<file path="src/sv/fhrs_pkg.sv">
// Package for the firmware hash region scanner.
// Holds the marker tags, result kind codes, scan mode type and result record type.
// No dependencies.
`timescale 1ns / 1ps

package fhrs_pkg;

  localparam int TAG_LEN     = 8;
  localparam int QUEUE_DEPTH = 4;
  localparam int OFFSET_BITS = 24;

  localparam logic [7:0] HEAD_TAG [TAG_LEN] = '{"T", "C", "P", "A", "C", "P", "U", "H"};
  localparam logic [7:0] TAIL_TAG [TAG_LEN] = '{"I", "B", "M", "S", "E", "C", "U", "R"};

  localparam logic [1:0] KIND_RECORD    = 2'd0;
  localparam logic [1:0] KIND_SUMMARY   = 2'd1;
  localparam logic [1:0] KIND_EMPTY     = 2'd2;
  localparam logic [1:0] KIND_NOT_FOUND = 2'd3;

  typedef enum logic [2:0] {
    MODE_SEARCH  = 3'b001,
    MODE_RECORDS = 3'b010,
    MODE_DONE    = 3'b100
  } mode_t;

  typedef struct packed {
    logic [1:0]             kind;
    logic [7:0]             record_index;
    logic [OFFSET_BITS-1:0] record_offset;
    logic [31:0]            cpuid;
    logic [OFFSET_BITS-1:0] region_offset;
    logic [OFFSET_BITS-1:0] region_length;
    logic [8:0]             record_count;
    logic                   last_result;
  } result_t;

endpackage

</file>
<file path="src/sv/firmware_hash_region_scanner.sv">
// Top level of the firmware hash region scanner: marker window, record walker, result queue.
// Depends on fhrs_pkg.
`timescale 1ns / 1ps

// Usage:
//   Input channel (in_valid / in_stall, data_byte, last_byte) carries one image byte
//   per transaction; last_byte marks the final byte of an image.
//   Output channel (out_valid / out_stall, kind ... last_result) carries one result
//   per transaction; last_result marks the final result caused by one input byte.
//   A byte is examined at the edge it is accepted and its zero, one or two results
//   enter a four-entry result queue at that edge; the output shows the registered
//   head of the queue. Throughput is one byte per cycle while in_stall is low.
//   Only the final byte of an image can cause two
//   results. in_stall rises while the queue holds three or more results, so the
//   queue always has room for the two results of the next byte.
//   When the receiver stalls, the head result holds and the queue fills until the
//   input side stalls in turn.
//   Reset clears the window, counters and the queue; the next byte starts an image.
//   After a final byte the scanner returns to its reset state by itself.
module firmware_hash_region_scanner #(
  parameter int RECORD_BYTES = 163,
  parameter int GAP_BYTES    = 13,
  parameter int ID_OFFSET    = 27,
  parameter int ADDR_BITS    = 24
) (
  input  logic        clk,
  input  logic        rst,
  input  logic        in_valid,
  output logic        in_stall,
  input  logic [7:0]  data_byte,
  input  logic        last_byte,
  output logic        out_valid,
  input  logic        out_stall,
  output logic [1:0]  kind,
  output logic [7:0]  record_index,
  output logic [23:0] record_offset,
  output logic [31:0] cpuid,
  output logic [23:0] region_offset,
  output logic [23:0] region_length,
  output logic [8:0]  record_count,
  output logic        last_result
);

  localparam int WinLen    = 2 * fhrs_pkg::TAG_LEN + GAP_BYTES;
  localparam int EmitPoint = (ID_OFFSET + 3 > RECORD_BYTES - 1) ? RECORD_BYTES - 1
                                                                : ID_OFFSET + 3;
  localparam int PtrW      = $clog2(fhrs_pkg::QUEUE_DEPTH);
  localparam int CountW    = $clog2(fhrs_pkg::QUEUE_DEPTH + 1);

  logic [7:0]           window [WinLen];
  logic [ADDR_BITS-1:0] byte_position;
  fhrs_pkg::mode_t      mode, mode_next;
  logic [8:0]           record_number, record_number_next;
  logic [7:0]           byte_in_record, byte_in_record_next;
  logic [31:0]          id_word, id_word_next;
  logic [ADDR_BITS-1:0] region_start, region_start_next;
  logic [ADDR_BITS-1:0] record_start, record_start_next;

  fhrs_pkg::result_t    queue [fhrs_pkg::QUEUE_DEPTH];
  logic [PtrW-1:0]      wr_ptr, rd_ptr, wr_ptr_plus1;
  logic [CountW-1:0]    count;

  logic                 in_fire, out_fire, marker_hit;
  logic                 main_v, trec_v, tsum_v, res0_v, res1_v;
  fhrs_pkg::result_t    main_res, trec_res, tsum_res, res0, res1;

  function automatic logic [23:0] to_offset(input logic [ADDR_BITS-1:0] a);
    logic [31:0] w;
    w = 32'(a);
    return w[23:0];
  endfunction

  function automatic fhrs_pkg::result_t make_summary(input logic [8:0] cnt,
                                                     input logic [23:0] start);
    fhrs_pkg::result_t r;
    logic [16:0] len;
    r = '0;
    len = cnt * 8'(RECORD_BYTES);
    r.region_offset = start;
    if (cnt != 9'd0) begin
      r.kind          = fhrs_pkg::KIND_SUMMARY;
      r.region_length = 24'(len);
      r.record_count  = cnt;
    end else begin
      r.kind = fhrs_pkg::KIND_EMPTY;
    end
    return r;
  endfunction

  function automatic fhrs_pkg::result_t make_record(input logic [8:0] num,
                                                    input logic [23:0] start,
                                                    input logic [31:0] word);
    fhrs_pkg::result_t r;
    logic [8:0] idx;
    r = '0;
    idx = num - 9'd1;
    r.kind          = fhrs_pkg::KIND_RECORD;
    r.record_index  = idx[7:0];
    r.record_offset = start;
    r.cpuid         = word;
    return r;
  endfunction

  assign in_fire   = in_valid & ~in_stall;
  assign out_fire  = out_valid & ~out_stall;
  assign in_stall  = count > CountW'(fhrs_pkg::QUEUE_DEPTH - 2);
  assign out_valid = count != '0;

  always_comb begin
    marker_hit = 1'b1;
    for (int k = 0; k < fhrs_pkg::TAG_LEN; k++) begin
      if (window[1 + k] != fhrs_pkg::HEAD_TAG[k]) begin
        marker_hit = 1'b0;
      end
    end
    for (int k = 0; k < fhrs_pkg::TAG_LEN - 1; k++) begin
      if (window[WinLen - fhrs_pkg::TAG_LEN + 1 + k] != fhrs_pkg::TAIL_TAG[k]) begin
        marker_hit = 1'b0;
      end
    end
    if (data_byte != fhrs_pkg::TAIL_TAG[fhrs_pkg::TAG_LEN - 1]) begin
      marker_hit = 1'b0;
    end
  end

  always_comb begin
    mode_next           = mode;
    record_number_next  = record_number;
    byte_in_record_next = byte_in_record;
    id_word_next        = id_word;
    region_start_next   = region_start;
    record_start_next   = record_start;
    main_v              = 1'b0;
    main_res            = '0;
    trec_v              = 1'b0;
    trec_res            = '0;
    tsum_v              = 1'b0;
    tsum_res            = '0;

    case (mode)
      fhrs_pkg::MODE_SEARCH: begin
        if (marker_hit) begin
          mode_next           = fhrs_pkg::MODE_RECORDS;
          region_start_next   = byte_position + 1'b1;
          record_number_next  = '0;
          byte_in_record_next = '0;
          id_word_next        = '0;
        end
      end
      fhrs_pkg::MODE_RECORDS: begin
        if (byte_in_record == 8'd0 &&
            !(record_number < 9'd256 && {1'b0, data_byte} == record_number)) begin
          main_v    = 1'b1;
          main_res  = make_summary(record_number, to_offset(region_start));
          mode_next = fhrs_pkg::MODE_DONE;
        end else begin
          if (byte_in_record == 8'd0) begin
            record_number_next = record_number + 9'd1;
            record_start_next  = byte_position;
            id_word_next       = '0;
          end
          for (int k = 0; k < 4; k++) begin
            if ({1'b0, byte_in_record} == 9'(ID_OFFSET + k)) begin
              id_word_next[8*k +: 8] = data_byte;
            end
          end
          if (byte_in_record == 8'(EmitPoint)) begin
            main_v   = 1'b1;
            main_res = make_record(record_number_next, to_offset(record_start_next),
                                   id_word_next);
          end
          if (byte_in_record == 8'(RECORD_BYTES - 1)) begin
            byte_in_record_next = '0;
          end else begin
            byte_in_record_next = byte_in_record + 8'd1;
          end
        end
      end
      fhrs_pkg::MODE_DONE: begin
      end
      default: begin
      end
    endcase

    if (last_byte) begin
      if (mode_next == fhrs_pkg::MODE_SEARCH) begin
        tsum_v        = 1'b1;
        tsum_res.kind = fhrs_pkg::KIND_NOT_FOUND;
      end else if (mode_next == fhrs_pkg::MODE_RECORDS) begin
        if (byte_in_record_next != 8'd0 && byte_in_record_next <= 8'(EmitPoint)) begin
          trec_v   = 1'b1;
          trec_res = make_record(record_number_next, to_offset(record_start_next),
                                 id_word_next);
        end
        tsum_v   = 1'b1;
        tsum_res = make_summary(record_number_next, to_offset(region_start_next));
      end
    end

    res0_v = main_v | trec_v | tsum_v;
    res1_v = (main_v | trec_v) & tsum_v;
    res0   = main_v ? main_res : (trec_v ? trec_res : tsum_res);
    res1   = tsum_res;
    res0.last_result = ~res1_v;
    res1.last_result = 1'b1;
  end

  assign wr_ptr_plus1 = wr_ptr + 1'b1;

  always_ff @(posedge clk) begin
    if (rst) begin
      for (int i = 0; i < WinLen; i++) begin
        window[i] <= '0;
      end
      byte_position  <= '0;
      mode           <= fhrs_pkg::MODE_SEARCH;
      record_number  <= '0;
      byte_in_record <= '0;
      id_word        <= '0;
      region_start   <= '0;
      record_start   <= '0;
    end else if (in_fire) begin
      if (last_byte) begin
        for (int i = 0; i < WinLen; i++) begin
          window[i] <= '0;
        end
        byte_position  <= '0;
        mode           <= fhrs_pkg::MODE_SEARCH;
        record_number  <= '0;
        byte_in_record <= '0;
        id_word        <= '0;
        region_start   <= '0;
        record_start   <= '0;
      end else begin
        if (mode == fhrs_pkg::MODE_SEARCH) begin
          for (int i = 0; i < WinLen - 1; i++) begin
            window[i] <= window[i + 1];
          end
          window[WinLen - 1] <= data_byte;
        end
        byte_position  <= byte_position + 1'b1;
        mode           <= mode_next;
        record_number  <= record_number_next;
        byte_in_record <= byte_in_record_next;
        id_word        <= id_word_next;
        region_start   <= region_start_next;
        record_start   <= record_start_next;
      end
    end
  end

  always_ff @(posedge clk) begin
    if (in_fire && res0_v) begin
      queue[wr_ptr] <= res0;
    end
    if (in_fire && res1_v) begin
      queue[wr_ptr_plus1] <= res1;
    end
  end

  always_ff @(posedge clk) begin
    if (rst) begin
      wr_ptr <= '0;
      rd_ptr <= '0;
      count  <= '0;
    end else begin
      if (in_fire) begin
        wr_ptr <= wr_ptr + PtrW'({res1_v, res0_v & ~res1_v});
      end
      if (out_fire) begin
        rd_ptr <= rd_ptr + 1'b1;
      end
      count <= count + CountW'(in_fire ? {res1_v, res0_v & ~res1_v} : 2'd0)
                     - CountW'(out_fire);
    end
  end

  assign kind          = queue[rd_ptr].kind;
  assign record_index  = queue[rd_ptr].record_index;
  assign record_offset = queue[rd_ptr].record_offset;
  assign cpuid         = queue[rd_ptr].cpuid;
  assign region_offset = queue[rd_ptr].region_offset;
  assign region_length = queue[rd_ptr].region_length;
  assign record_count  = queue[rd_ptr].record_count;
  assign last_result   = queue[rd_ptr].last_result;

`ifndef SYNTHESIS
  a_queue_bound: assert property (@(posedge clk) disable iff (rst)
    count <= CountW'(fhrs_pkg::QUEUE_DEPTH))
    else $error("result queue overflow");

  a_image_end_resets: assert property (@(posedge clk) disable iff (rst)
    in_fire && last_byte |=> mode == fhrs_pkg::MODE_SEARCH && byte_position == '0)
    else $error("scanner state not cleared after final byte");

  a_record_limit: assert property (@(posedge clk) disable iff (rst)
    record_number <= 9'd256 && byte_in_record < 8'(RECORD_BYTES))
    else $error("record counters out of range");

  a_stall_room: assert property (@(posedge clk) disable iff (rst)
    !in_stall |-> count <= CountW'(fhrs_pkg::QUEUE_DEPTH - 2))
    else $error("input open without room for two results");
`endif

endmodule
</file>
<file path="config.mk">
export PLATFORM = sky130hd
export DESIGN_NAME = firmware_hash_region_scanner
export DESIGN_NICKNAME = d
export VERILOG_FILES = /design/src/sv/fhrs_pkg.sv /design/src/sv/firmware_hash_region_scanner.sv
export SDC_FILE = /design/constraint.sdc
export NUM_CORES = 2
export LEC_CHECK = 0
export ABC_AREA = 1
export BUFFER_PORTS_ARGS = -buffer_cell sky130_fd_sc_hd__buf_2
export CAP_MARGIN = 20
export CORE_MARGIN = 2
export CORE_UTILIZATION = 23
export DETAILED_ROUTE_END_ITERATION = 10
export GPL_TIMING_DRIVEN = 0
export PLACE_DENSITY = 0.4
export SLEW_MARGIN = 20
export SYNTH_ARGS = -nofsm -noshare
export SYNTH_HDL_FRONTEND = slang
export SYNTH_SLANG_ARGS = --single-unit
</file>
<file path="constraint.sdc">
create_clock -name clk -period 5.6 [get_ports clk]
set_clock_uncertainty 0.1 [all_clocks]
set_input_delay 0.28 -clock clk [delete_from_list [all_inputs] [get_ports clk]]
set_output_delay 0.28 -clock clk [all_outputs]
set_load 0.03 [all_outputs]
</file>
==> key figures <==
Synth
  • Basic-gate share of the synthesized area counting and, or, nand and nor cells: between 20% and 30%
  • Post-Syn Area: 0.04262 mm²
  • Largest family of logic cells by synthesized area: simple AND/OR/NAND/NOR gates
  • Share of synthesized flip-flops with an asynchronous set or reset: 0%
  • Multiplexer share of the synthesized area: less than 1%
  • Share of the synthesized area in compound gates (AO/OA/AOI/OAI): 9.672%
  • Post-synthesis area per instance: around 7.6 µm²
  • Count of flip-flops with a built-in enable after synthesis: 428
  • Commonest register cell after synthesis: sky130_fd_sc_hd__edfxtp_1
  • Synth Area in XOR/XNOR: less than 1%
  • Synth Instances: about 5600
  • Number of distinct library cells after synthesis: 49
  • Area share of the leading cell type in the synthesized netlist: between 30% and 40%
  • Sequential share of the synthesized area: about half
  • Post-synthesis sequential element count: just over 800
  • Adder and majority gate portion of the synthesized area: under 10%
  • Main area contributors after synthesis: sky130_fd_sc_hd__edfxtp_1 30%, sky130_fd_sc_hd__dfxtp_1 18%, sky130_fd_sc_hd__nand2_1 18%, sky130_fd_sc_hd__nor2_1 5.9%, sky130_fd_sc_hd__inv_1 4.1%
  • Post-synth top area cell: sky130_fd_sc_hd__edfxtp_1
  • Warning count from the yosys run: 0

Setup path
  • Library cell contributing the largest single delay on the critical path: sky130_fd_sc_hd__fa_1
  • Category of the worst setup path capture point: flop
  • Most frequent cell on the critical path: sky130_fd_sc_hd__ha_4
  • Critical Path AT: between 5 and 6 ns
  • Worst Path Max Fanout: 5
  • Register-to-register setup slack: roughly 0.15 ns
  • End point of the critical path: queue[3][21]
  • Start-to-end type of the worst setup path: flop to flop
  • Reg-to-reg endpoint: queue[3][21]
  • Category of the worst setup path launch point: flop
  • Worst Reg-to-Reg Cells: 28
  • Delay of the slowest critical-path stage: ~0.55 ns
  • Reg2reg start: byte_in_record[0]
  • Required time of the critical path: ~6.1 ns
  • Worst setup startpoint: byte_in_record[0]

STA
  • Worst path setup slack after routing: 0.1528 ns
  • Min cycle time layout: around 5.4 ns
  • Fin. Hold Viols: 0
  • Worst hold slack: roughly 0.048 ns
  • Endpoints failing setup: 0
  • Slew Limit Fails: 0
  • Slew at the pin closest to its max-slew limit: 1.140 ns
  • Post-route clock period utilization: a little over nine tenths
  • Worst relative slew slack: approximately 24%
  • Max Fclk: roughly 0.18 GHz

Detailed routing
  • Iter 0 DRT Violations: 3031
  • Length of the first detailed-routing pass in iterations: 6
  • Final routed wire length divided by cell count: roughly 20 µm
  • Routed vias: around 38000
  • Residual DRC: 0
  • Total Wirelength: around 170 mm
  • Number of vias per cell after detailed routing: around 4.5
  • Number of nets with antenna violations after detailed routing: 0

Cells and area
  • End-of-flow core utilization: approximately 28%
  • Share of cells above drive strength 1: between 10% and 20%
  • Number of fillers in the final layout: between 15000 and 20000
  • Area added between synthesis and finish: 20.96%
  • Fin nets: 6067

CTS
  • Clk Tree Root Cell: sky130_fd_sc_hd__clkbuf_16
  • Skew-Pair Late Insertion Delay: ~0.75 ns
  • CTS HTree Levels: 3
  • Clock tree sinks: 821
  • CTS tree: built
  • Clock-pin slew on the worst setup and hold paths: ~0.06 ns
  • Number of buffers created by CTS: 101
  • Buffer depth of the longest clock path: 3

Floorplan
  • Die ar.: 0.1888 mm²
  • Floorplan core area: about 0.18 mm²
  • Initial cell density of the core: 23.06%
  • Count of boundary I/O pins: about 140
  • Width of the chip: roughly 430 µm
  • Die height: around 430 µm
  • FP Rows: 158

Placement
  • Routability congestion estimate: 0.9179
  • Placed wire-length estimate: ~120 mm
  • Port-buffer cells: 130
  • Worst setup slack after placement: -1.748 ns

Pwr
  • Power, Total: 0.01719 W
  • IR Drop Worst-Case VDD: between 0.2 and 0.25 mV
  • Power per Cell Area: between 300 and 400 mW/mm²
  • Leak pwr: about 22 nW

Global routing
  • Number of antenna violations at the first check in global routing: 18
  • Vias in the first global route: between 30000 and 40000
  • Global-route wire length before repair: roughly 240 mm
  • Gr ovfl total: 0
  • Maximum number of pins on one net before global-route repair: 54
  • Global-route total usage across every layer: approximately 17%

Outcome
  • Result of the run: finished clean

Hold path
  • Tightest Hold Check Type: primary input to flop

Run
  • # Max-Cap Violations: 0
metrics by stage:
stage               instance area [µm²]  setup TNS (ns)  cells
finish                            51560               0   8480
detailed placement                46760         -345.80   8220
global placement                  46400        -2117.47   8205
global route                      51550         -0.7919   8476
CTS                               50870               0   8437
floorplan                         42650               0   5595
final cells by class:
class,instances,area [µm²],area share (%)
clock buffers,137,2793,5.417
plain buffers,313,1404,2.723
inverters,506,1931,3.745
flip-flops and latches,821,20760,40.26
multi-input cells,3954,19390,37.61
diodes,6,15.01,0.02912
well taps,2480,3103,6.018
repair buffers,212,1456,2.825
clock inverters,51,705.7,1.369
cells in the mapped netlist (34+ instances only):
library cell                  n
sky130_fd_sc_hd__nand3_1    131
sky130_fd_sc_hd__nand2_2     34
sky130_fd_sc_hd__ha_1       130
sky130_fd_sc_hd__nand2_1   2024
sky130_fd_sc_hd__inv_1      469
sky130_fd_sc_hd__clkbuf_1   236
sky130_fd_sc_hd__edfxtp_1   428
sky130_fd_sc_hd__o21ai_0    343
sky130_fd_sc_hd__nor2_1     672
sky130_fd_sc_hd__inv_2       34
sky130_fd_sc_hd__o22ai_1    140
sky130_fd_sc_hd__dfxtp_1    393
sky130_fd_sc_hd__xor2_1      34
sky130_fd_sc_hd__a21oi_1    154
kinds of logic after synthesis:
| group | Yosys count |
|---|---|
| other cells | 1 |
| simple gates | 3011 |
| flops | 821 |
| buf+inv | 820 |
| fa+ha+maj | 145 |
| mux | 15 |
| compound gates | 728 |
| xor+xnor | 48 |
worst max-delay path: cells and delay by family, from the launching register on:
kind / cells / cell delay [ns]
xor gates and xnor gates: 2 / 0.30
DFF: 1 / 0.36
adders and majority gates: 6 / 2.03
and+or+nand+nor: 11 / 1.57
AOI/OAI and AO/OA: 4 / 0.50
buffers and inverters: 5 / 0.44
layout by cell type, fill, tap and decap left out, types with 14 or more instances in the layout:
cell type and n:
sky130_fd_sc_hd__a21oi_1 149, sky130_fd_sc_hd__clkbuf_1 237, sky130_fd_sc_hd__buf_4 70, sky130_fd_sc_hd__inv_2 46, sky130_fd_sc_hd__mux2i_1 14, sky130_fd_sc_hd__a22o_1 19, sky130_fd_sc_hd__clkinv_2 21, sky130_fd_sc_hd__o21a_1 16
sky130_fd_sc_hd__nand2_2 50, sky130_fd_sc_hd__clkbuf_2 16, sky130_fd_sc_hd__ha_1 123, sky130_fd_sc_hd__edfxtp_1 428, sky130_fd_sc_hd__nor2_1 642, sky130_fd_sc_hd__nand3_1 127, sky130_fd_sc_hd__buf_2 158, sky130_fd_sc_hd__nand3_2 34
sky130_fd_sc_hd__o21ai_2 30, sky130_fd_sc_hd__or2_2 25, sky130_fd_sc_hd__nor2_2 35, sky130_fd_sc_hd__o22ai_1 138, sky130_fd_sc_hd__xor2_1 28, sky130_fd_sc_hd__inv_1 449, sky130_fd_sc_hd__clkbuf_16 101, sky130_fd_sc_hd__nand2_1 1997
sky130_fd_sc_hd__nand4_1 25, sky130_fd_sc_hd__o21ai_0 335, sky130_fd_sc_hd__dfxtp_1 382, sky130_fd_sc_hd__fa_1 15, sky130_fd_sc_hd__nor3_1 21, sky130_fd_sc_hd__buf_1 32
metal layers:
metal  wire length, µm  global-route usage [%]  vias up
li1                  -                       -    18530
met1             72750                   22.20    18200
met2             79900                   29.52      945
met3              7924                   2.247      248
met4              6026                   6.159        4
met5                27                       0        -
state kept, by name, summed over array words and instances (netlist names), named ones only:
register / flops
byte_in_record: 8
byte_position: 24
count: 3
id_word: 32
mode: 3
queue: 464
rd_ptr: 2
record_number: 9
record_start: 24
region_start: 24
window: 224
wr_ptr: 2
power by group:
group,internal [W],switching (W),total [W]
combinational,0.000763,0.00267,0.00343
clock,0.00404,0.00288,0.00692
sequential,0.00670,0.000134,0.00684
worst min-delay path by stage:
| stage | cells past startpoint | from | endpoint | slack, ns |
|---|---|---|---|---|
| floorplan | 2 | queue[1][102] | queue[1][102] | 0.32 |
| global placement | 2 | queue[2][78] | queue[2][78] | 0.33 |
| detailed placement | 2 | queue[2][71] | queue[2][71] | 0.33 |
| CTS | 3 | data_byte[1] | window[0][225] | 0.01 |
| global route | 5 | data_byte[3] | queue[3][85] | 0.05 |
| finish | 5 | data_byte[3] | queue[0][85] | 0.05 |
repair_timing:
item                                    4_1_cts  5_1_grt
setup buffers                                23       39
endpoints found under the setup margin      561      378
resized for setup                            96      134
hold endpoints to repair                     17        0
pin swaps                                    17       51
hold buffers                                  6        0
No activity file was read; power rests on OpenSTA's default activity.
